`src/sv/stim_pkg.sv`:
```
// Shared constants, codes and controller/datapath interface types for the sorted table.
package stim_pkg;

  localparam int TABLE_DEPTH = 64;
  localparam int VALUE_WIDTH = 32;
  localparam int IDX_W       = $clog2(TABLE_DEPTH);
  localparam int CNT_W       = $clog2(TABLE_DEPTH + 1);
  localparam int CMD_W       = 2;
  localparam int STATUS_W    = 3;
  localparam int IN_TDATA_W  = 40;
  localparam int OUT_TDATA_W = 48;

  typedef enum logic [CMD_W-1:0] {
    CMD_INSERT        = 2'd0,
    CMD_INSERT_UNIQUE = 2'd1,
    CMD_READ_ALL      = 2'd2,
    CMD_CLEAR         = 2'd3
  } cmd_e;

  typedef enum logic [STATUS_W-1:0] {
    ST_INSERTED  = 3'd0,
    ST_DUPLICATE = 3'd1,
    ST_FULL      = 3'd2,
    ST_ENTRY     = 3'd3,
    ST_EMPTY     = 3'd4,
    ST_CLEARED   = 3'd5
  } status_e;

  // controller -> datapath
  typedef struct packed {
    logic    capture;
    logic    insert;
    logic    rotate;
    logic    clear;
    logic    out_load;
    status_e out_status;
  } dp_cmd_t;

  // datapath -> controller
  typedef struct packed {
    logic out_free;
    logic empty;
    logic full;
    logic dup_hit;
    logic last_entry;
  } dp_stat_t;

endpackage

```
`src/sv/stim_ctrl.sv`:
```
// Controller state machine sequencing insert, read-out and clear.
module stim_ctrl (
  input  logic                          clk,
  input  logic                          rst,
  input  logic                          s_tvalid,
  output logic                          s_tready,
  input  logic [stim_pkg::CMD_W-1:0]    in_cmd,
  input  stim_pkg::dp_stat_t            stat,
  output stim_pkg::dp_cmd_t             cmd
);

  typedef enum logic [4:0] {
    S_IDLE  = 5'b00001,
    S_INS   = 5'b00010,
    S_INSU  = 5'b00100,
    S_READ  = 5'b01000,
    S_CLR   = 5'b10000
  } state_t;

  state_t state, state_next;

  assign s_tready = (state == S_IDLE);

  always_comb begin
    state_next     = state;
    cmd.capture    = 1'b0;
    cmd.insert     = 1'b0;
    cmd.rotate     = 1'b0;
    cmd.clear      = 1'b0;
    cmd.out_load   = 1'b0;
    cmd.out_status = stim_pkg::ST_INSERTED;
    case (state)
      S_IDLE: begin
        if (s_tvalid) begin
          cmd.capture = 1'b1;
          case (in_cmd)
            stim_pkg::CMD_INSERT:        state_next = S_INS;
            stim_pkg::CMD_INSERT_UNIQUE: state_next = S_INSU;
            stim_pkg::CMD_READ_ALL:      state_next = S_READ;
            default:                     state_next = S_CLR;
          endcase
        end
      end
      S_INS, S_INSU: begin
        if (stat.out_free) begin
          cmd.out_load = 1'b1;
          state_next   = S_IDLE;
          // search precedes the fullness test
          if (state == S_INSU && stat.dup_hit) begin
            cmd.out_status = stim_pkg::ST_DUPLICATE;
          end else if (stat.full) begin
            cmd.out_status = stim_pkg::ST_FULL;
          end else begin
            cmd.out_status = stim_pkg::ST_INSERTED;
            cmd.insert     = 1'b1;
          end
        end
      end
      S_READ: begin
        if (stat.out_free) begin
          cmd.out_load = 1'b1;
          if (stat.empty) begin
            cmd.out_status = stim_pkg::ST_EMPTY;
            state_next     = S_IDLE;
          end else begin
            cmd.out_status = stim_pkg::ST_ENTRY;
            cmd.rotate     = 1'b1;
            if (stat.last_entry) state_next = S_IDLE;
          end
        end
      end
      S_CLR: begin
        if (stat.out_free) begin
          cmd.out_load   = 1'b1;
          cmd.out_status = stim_pkg::ST_CLEARED;
          cmd.clear      = 1'b1;
          state_next     = S_IDLE;
        end
      end
      default: state_next = S_IDLE;
    endcase
  end

  always_ff @(posedge clk) begin
    if (rst) begin
      state <= S_IDLE;
    end else begin
      state <= state_next;
    end
  end

  a_onehot: assert property (@(posedge clk) disable iff (rst) $onehot(state))
    else $error("state not one-hot");
  a_no_accept_busy: assert property (@(posedge clk) disable iff (rst)
    cmd.capture |-> (state == S_IDLE))
    else $error("capture outside idle");
  a_single_action: assert property (@(posedge clk) disable iff (rst)
    $onehot0({cmd.insert, cmd.rotate, cmd.clear}))
    else $error("conflicting table actions");

endmodule

```
`config.mk`:
```
export PLATFORM = sky130hd
export DESIGN_NAME = stim_ctrl
export DESIGN_NICKNAME = d
export VERILOG_FILES = /design/src/sv/stim_pkg.sv /design/src/sv/stim_ctrl.sv
export SDC_FILE = /design/constraint.sdc
export NUM_CORES = 1
export LEC_CHECK = 0
export ABC_CLOCK_PERIOD_IN_PS = 1400
export BUFFER_PORTS_ARGS = -buffer_cell sky130_fd_sc_hd__buf_2
export CORE_AREA = 2 2 39 41
export CTS_CLUSTER_SIZE = 12
export DETAILED_ROUTE_END_ITERATION = 10
export DIE_AREA = 0 0 41 43
export HOLD_SLACK_MARGIN = 0.15
export PLACE_DENSITY = 0.59
export SLEW_MARGIN = 25
export SYNTH_ARGS = -nofsm -noshare
export SYNTH_HDL_FRONTEND = slang
export SYNTH_SLANG_ARGS = --single-unit
export TNS_END_PERCENT = 5
```
`constraint.sdc`:
```
create_clock -name clk -period 1.4 [get_ports clk]
set_input_delay 0.07 -clock clk [delete_from_list [all_inputs] [get_ports clk]]
set_output_delay 0.07 -clock clk [all_outputs]
set_load 0.02 [all_outputs]
```
---- After elaboration in Yosys (flattened, before gate mapping) ----
Index checks and enable logic that the tools add are counted.
Widths: inputs -> output; s select.
word-level totals
  bits in registers ....................... 5
  input port bits ......................... 10
  output and inout bits ................... 9
  logic and storage cells ................. 41
cells by class
  equal/unequal tests ..................... 11
  multiplexer cells ....................... 24
  reduce and logical (&&, ||, !) cells .... 5
operator list
  operator            number
  $mux 5              6
  $pmux 5 s3          2
  $pmux 4 s3          1
  $mux 1              10
  $mux 4              2
  $mux 3              2
  $eq 5x1->1 const B  1
  $eq 5x2->1 const B  1
  $eq 5x3->1 const B  1
  $eq 5x4->1 const B  1
  $eq 5x5->1 const B  1
  $ne 2x2->1 const B  2
  $reduce_and 4->1    1
  $ne 3x3->1 const B  1
  $reduce_or 3->1     1
  $eq 2x1->1 const B  1
  $eq 2x2->1 const B  1
  $logic_not 2->1     1
  $mux 2              1
  $ne 2x1->1 const B  1
  $reduce_or 2->1     1
  $logic_and 1x1->1   1

---- Logic depth before layout (Yosys ltp) ----
Gate-level depths: netlist of the first run.
  word-level depth ........................ 5
  depth in mapped cells ................... 5
  gate-level depth less buffers ........... 4

---- Worst setup path before layout of the first run ----
Ideal clock, no wire load.
  path type ............................... flip-flop to output port
  from .................................... reg state[2]
  to ...................................... out cmd[0] (netlist name)
  data arrival time ....................... 1.337 ns
  data required time ...................... 1.330 ns
  setup slack ............................. -0.007 ns
  stages on the path, launching flop included .. 6
  buffers on the path ..................... 1
  cells stage by stage .................... dfxtp_1 -> buf_6 -> nor2_2 -> nand3b_1 -> nor2b_1 -> a311o_2
RTL lines
  item                    line             source
  from (decl)             stim_ctrl.sv:20  state_t state, state_next;
  from (signal assigned)  stim_ctrl.sv:88  state <= state_next;
  to (decl)               stim_ctrl.sv:9   output stim_pkg::dp_cmd_t cmd

==> impl_metrics.toml, run 1 <==
[sta]
finClkSkew_ns = 0.00628
max_slew.worst_pin.slew_ns = 0.381
rsz0062_at_grt = "yes"
min_period_ns = 1.53
finalSetupViolCount = 6
setup_slack_ns = -0.125
slew_headroom = 0.745
hold_violations = 0
fmax_mhz = 656
period_share = 1.09
slew_viol_final = 0

[synth]
synth_edf_count = 0
synthArstFlopShare = 0
synthXorXnorAreaFrac = 0.0406
yosysMostFrequentCell = "nor2_1"
synth_top_family_by_area = "simple AND/OR/NAND/NOR gates"
synth.top_cell.area_share = 0.232
synth_compound_area_frac = 0.229
synth_mux_area_frac = 0
synth_area_sq_um = 432
ys_seq_elements = 5
synth_nets = 62
synth_area_leader_cell = "dfxtp_1"
yosys.area_share.simple = 0.420
synth_cells = 52
synthFlopType = "dfxtp_1"
synthAdderAreaFrac = 0
ys_types = 32
avgSynthCellArea_sq_um = 8.30
ys_seq_area_frac = 0.232
synth_warnings = 0
synth_common_cells = "nor2_1 (8), dfxtp_1 (5)"
netlist_top_cells_area = "dfxtp_1 (23%), nor2_1 (7.0%), buf_6 (5.2%)"

[routing]
num_vias = 513
drc = 0
drt_iter0_markers = 2
wire_per_inst_um = 12.6
vias_per_cell = 5.23
first_pass_iters = 4
postRouteAntennaNets = 0
routed_wl_mm = 1.24

[outcome]
run_status = "complete, but fails checks"
violations = "negative setup slack"

[worst_setup_path]
end_kind = "primary output"
start_kind = "register"
path_cells = "nor2b_4 > a221oi_2 > nor2_1 > and2_1 > buf_6"
crit_slowest_cell = "dfxtp_4"
path_class = "reg2out"
worstPathRequired_ns = 1.33
critPathArrivalTime_ns = 1.46
cp_max_fo = 6
slowest_delay_ns = 0.37

[power_and_ir_drop]
p_clk_frac = 0.377
power.share.combinational = 0.273
peakVddDrop_mv = 0.477
seqPwrFrac = 0.350
power_mw = 0.448
p_int_mw = 0.314
p_per_area_nw_per_um2 = 622
swShare = 0.298
p_leak_nw = 0.315
net-switching-power_mw = 0.133

[finish]
largest_reg_flops = 5
top_register = "state"
diodes = 0
reg_top3 = "state: 5 flops"
final_cells = 98
final_area_sq_um = 719
nFillCells = 141
drive_above_1_share = 0.561
nets = 93
area_delta_synth_final_pct = 66.7

[die]
core-area_sq_um = 1380
fp.dieW_um = 41
die_h_um = 43
row_count = 14
dieArea_sq_um = 1760
initial_core_util = 0.312
top_level_ports = 19

[global_routing]
antenna_found_initial = 0
overflow = 0
grt_pass1_vias = 505
grt_max_degree = 9
grt_pass1_wl_mm = 1.90
grt_usage = 0.157

[placed_design]
place_ws_ns = -0.0275
placed_area_sq_um = 544
dp_cells = 87
routabilityCongestion = 0.711
dpl.hpwl_um = 799
io_buffers = 18

[run]
drv_cap = 0

[clock_network]
clk_latency_ns = 0.24
cts-htree-levels = 1
cts_buffers = 3
cts_num_sinks = 5
clkTransAtPathRegs_ns = 0.05
cts_tree = "done"
clock_path_buffers = 2
cts-root-buf = "clkbuf_4"

[hold_path]
hp-class = "in2reg"
[worst max-delay path: cells and delay by family, from the launching register on]
family          cells  cell delay [ns]
flops               1             0.37
buf+inv             1             0.13
compound gates      1             0.32
simple gates        3             0.40
[worst paths after layout]
kind,from,end,slack [ns],cells past startpoint
worst min-delay path,stat[4],state[3],0.24,4
worst max register to register,state[2],state[1],-0.09,6
worst min register to register,state[1],state[3],0.66,2
worst max-delay path,state[2],cmd[3],-0.13,5
[kinds of logic (layout without fill, tap and decap cells)]
family	count (synthesis)	after routing
simple gates	29	29
compound gates	12	12
flops	5	5
buf+inv	4	34
xor+xnor	2	2
[placed cells by master (no fill, tap or decap)]
cell type and instances:
buf_2 12, buf_4 10, nor2_1 8, buf_6 5
dfxtp_4 4, clkbuf_4 3, nand3b_1 2, xor2_1 2
and2_1 2, nand2_1 2, and3b_1 2, nor3_1 2
dlygate4sd3_1 2, nor2_4 1, and3_1 1, nand2b_1 1
nor2b_4 1, nor4b_4 1, a221oi_2 1, nor3b_2 1
nor2b_2 1, nor4b_2 1, inv_1 1, or3b_1 1
o21ai_1 1, a31o_2 1, a311o_2 1, a21oi_2 1
and3_2 1, a31oi_1 1, nor3_4 1, a32o_1 1
o21ai_0 1, o211ai_1 1, o21a_1 1, o2bb2ai_1 1
a22o_1 1, clkbuf_1 1, dfxtp_1 1
[through the flow]
step	TNS [ns]	util	hold WS, ns
finish	-0.426	0.520	0.244
floorplan	0	-	0.158
global placement	-0.0301	0.393	0.289
detailed placement	-0.0298	0.393	0.290
CTS	-0.278	0.496	0.237
global route	-0.965	0.520	0.285
[final cells by class]
type	instances	area [sq um]	area share
Multi-Input combinational cell	43	343	0.477
Timing Repair Buffer	29	211	0.294
Sequential cell	5	115	0.160
Clock buffer	4	26.3	0.0365
Tap cell	16	20.0	0.0278
Inverter	1	3.75	0.00522
[power by group through the flow]
stage / Sequential [mW] / Combinational (mW) / Clock, mW
6_report: 0.157 / 0.122 / 0.169
3_3_place_gp: 0.161 / 0.0963 / 0
3_5_place_dp: 0.161 / 0.0966 / 0
5_1_grt: 0.158 / 0.135 / 0.187
4_1_cts: 0.156 / 0.116 / 0.170
2_1_floorplan: 0.157 / 0.0629 / 0
[timing repair]
action | 4_1_cts | 5_1_grt
endpoints found under the setup margin | 9 | 10
pin swaps | 6 | 7
buffers inserted | 3 | 2
hold buffers | 2 | 0
endpoints found under the hold margin | 2 | 0
gates resized for setup | 23 | 5
[per-layer routing]
| layer | track usage | vias up | share of wire |
|---|---|---|---|
| li1 | - | 254 | - |
| met1 | 0.178 | 239 | 0.41 |
| met5 | 0 | - | 0 |
| met3 | 0.0157 | 4 | 0.046 |
| met4 | 0.100 | 0 | 0.034 |
| met2 | 0.259 | 16 | 0.51 |
(Power assumes the default switching activity.)
==> inputs of run 2 (changes only) <==
--- a/config.mk
+++ b/config.mk
@@ -13,6 +13,7 @@
 export DIE_AREA = 0 0 41 43
 export HOLD_SLACK_MARGIN = 0.15
 export PLACE_DENSITY = 0.59
+export REMOVE_ABC_BUFFERS = 1
 export SLEW_MARGIN = 25
 export SYNTH_ARGS = -nofsm -noshare
 export SYNTH_HDL_FRONTEND = slang
==> run 2 against run 1 <==
  * The run still ends with negative setup slack left
  * Non-clock buffer count increased by 1
  * Clock power about the same
  * Die area unchanged
  * Routed wire length decreased by 5.7%
  * Via count decreased by 0.97%
  * Core utilization increased by 0.63 points
  * Global-route usage decreased by 1.4 points
  * Critical path depth unchanged
  * Register-to-register slack improved by 0.11 ns
  * Critical endpoint unchanged
==> impl_metrics.toml, run 2 (same netlist as run 1, synthesis figures left out) <==
[routing]
drt_iter0_markers = 4
num_vias = 508
wire_per_inst_um = 11.8
drc = 0
first_pass_iters = 4
vias_per_cell = 5.13
postRouteAntennaNets = 0
routed_wl_mm = 1.17

[sta]
fin_setup_tns_ns = -0.281
fmax_mhz = 652
min_period_ns = 1.53
period_share = 1.09
finClkSkew_ns = 0.00106
slew_headroom = 0.774
setup_slack_ns = -0.133
rsz0062_at_grt = "yes"
finalSetupViolCount = 4
max_slew.worst_pin.slew_ns = 0.337
hold_violations = 0
slew_viol_final = 0

[global_routing]
grt_usage = 0.143
antenna_found_initial = 0
grt_pass1_vias = 441
overflow = 0
grt_pass1_wl_mm = 1.70
grt_max_degree = 9

[die]
core-area_sq_um = 1380
initial_core_util = 0.312
top_level_ports = 19
fp.dieW_um = 41
row_count = 14
dieArea_sq_um = 1760
die_h_um = 43

[worst_setup_path]
worstPathRequired_ns = 1.33
start_kind = "register"
reg2reg_to = "state[1]"
end_kind = "primary output"
r2r-start = "state[3]"
worst-path-buf-inv = 1
crit_family = "flip-flops"
critPathArrivalTime_ns = 1.46
r2r_cells = 5
path_class = "reg2out"
r2r_setup_slack_ns = 0.02
path_cells = "xor2_1 > a221oi_2 > nor2_1 > and2_1 > buf_6"
cp_max_fo = 8
slowest_delay_ns = 0.37
crit_slowest_cell = "dfxtp_4"

[clock_network]
cts_tree = "done"
clk_latency_ns = 0.24
cts-root-buf = "clkbuf_4"
cts_num_sinks = 5
clkTransAtPathRegs_ns = 0.04
cts-htree-levels = 1
clock_path_buffers = 2
cts_buffers = 3

[finish]
final_area_sq_um = 728
reg_top3 = "state: 5 flops"
nFillCells = 151
final_cell_mix = "buf_4 (14), buf_2 (11), nor2_1 (7), dfxtp_4 (5)"
largest_reg_flops = 5
diodes = 0
top_register = "state"
layout_commonest_cell = "buf_4"
drive_above_1_share = 0.590
area_delta_synth_final_pct = 68.7
nets = 94

[hold_path]
min_from = "stat[4]"
hp-class = "in2reg"
min_to = "state[3]"
hold_depth = 4

[placed_design]
routabilityCongestion = 0.721
dpl.hpwl_um = 760
io_buffers = 18
placed_area_sq_um = 534

[power_and_ir_drop]
p_leak_nw = 0.323
power_mw = 0.443
peakVddDrop_mv = 0.412
p_per_area_nw_per_um2 = 608

[outcome]
run_status = "complete, but fails checks"
violations = "negative setup slack"

[run]
drv_cap = 0
[run 2: cell count changes in the layout (fill, tap and decap cells not counted), sizes merged]
cell,before,now
buf,27,28
[run 2: tightest hold or removal path: cells and delay by family]
kind / cells / cell delay (ns)
and+or+nand+nor: 1 / 0.06
buffers and inverters: 1 / 0.13
AOI/OAI and AO/OA: 2 / 0.22
[run 2: routing by layer]
layer | GRT usage | wire length, um | up-vias
li1 | - | - | 252
met1 | 0.144 | 445 | 236
met2 | 0.244 | 621 | 18
met3 | 0.0419 | 84 | 2
met4 | 0.0800 | 16 | 0
met5 | 0 | 0 | -
[run 2: power breakdown]
part	switching, mW	leakage [nW]	internal, mW
combinational	0.0548	0.264	0.0621
sequential	0.0161	0.0439	0.144
clock	0.0580	0.0150	0.108
[run 2: how the worst max path moves through the flow]
stage | from | to | slack (ns) | cells after the start
after CTS | state[3] | cmd[0] | -0.06 | 4
after global placement | state[4] | cmd[3] | -0.02 | 5
after global routing | state[3] | cmd[3] | -0.21 | 5
after detailed placement | state[4] | cmd[3] | 0.002 | 5
final | state[3] | cmd[3] | -0.13 | 5
after floorplan | state[3] | cmd[0] | -0.01 | 3
[run 2: per-stage QoR]
| stage | instances | util | setup WS [ns] | hold slack (ns) |
|---|---|---|---|---|
| after CTS | 99 | 0.508 | -0.0635 | 0.238 |
| after global routing | 99 | 0.526 | -0.214 | 0.299 |
| after detailed placement | 86 | 0.386 | 0.00210 | 0.293 |
| after floorplan | 49 | - | -0.0134 | 0.158 |
| after global placement | 86 | 0.386 | -0.0199 | 0.286 |
| final | 99 | 0.526 | -0.133 | 0.270 |
[run 2: cell type report]
type | instances | area [sq um] | area share
Sequential cell | 5 | 119 | 0.163
Tap cell | 16 | 20.0 | 0.0275
Clock buffer | 4 | 26.3 | 0.0361
Multi-Input combinational cell | 43 | 345 | 0.474
Timing Repair Buffer | 30 | 214 | 0.294
Inverter | 1 | 3.75 | 0.00515
[run 2: timing repair]
action | in CTS | in global routing
resized for setup | 25 | 6
cloned | 0 | 0
buffers inserted | 7 | 0
hold endpoints to repair | 2 | 0
endpoints found under the setup margin | 7 | 11
hold buffers | 2 | 0
pin swaps | 9 | 4
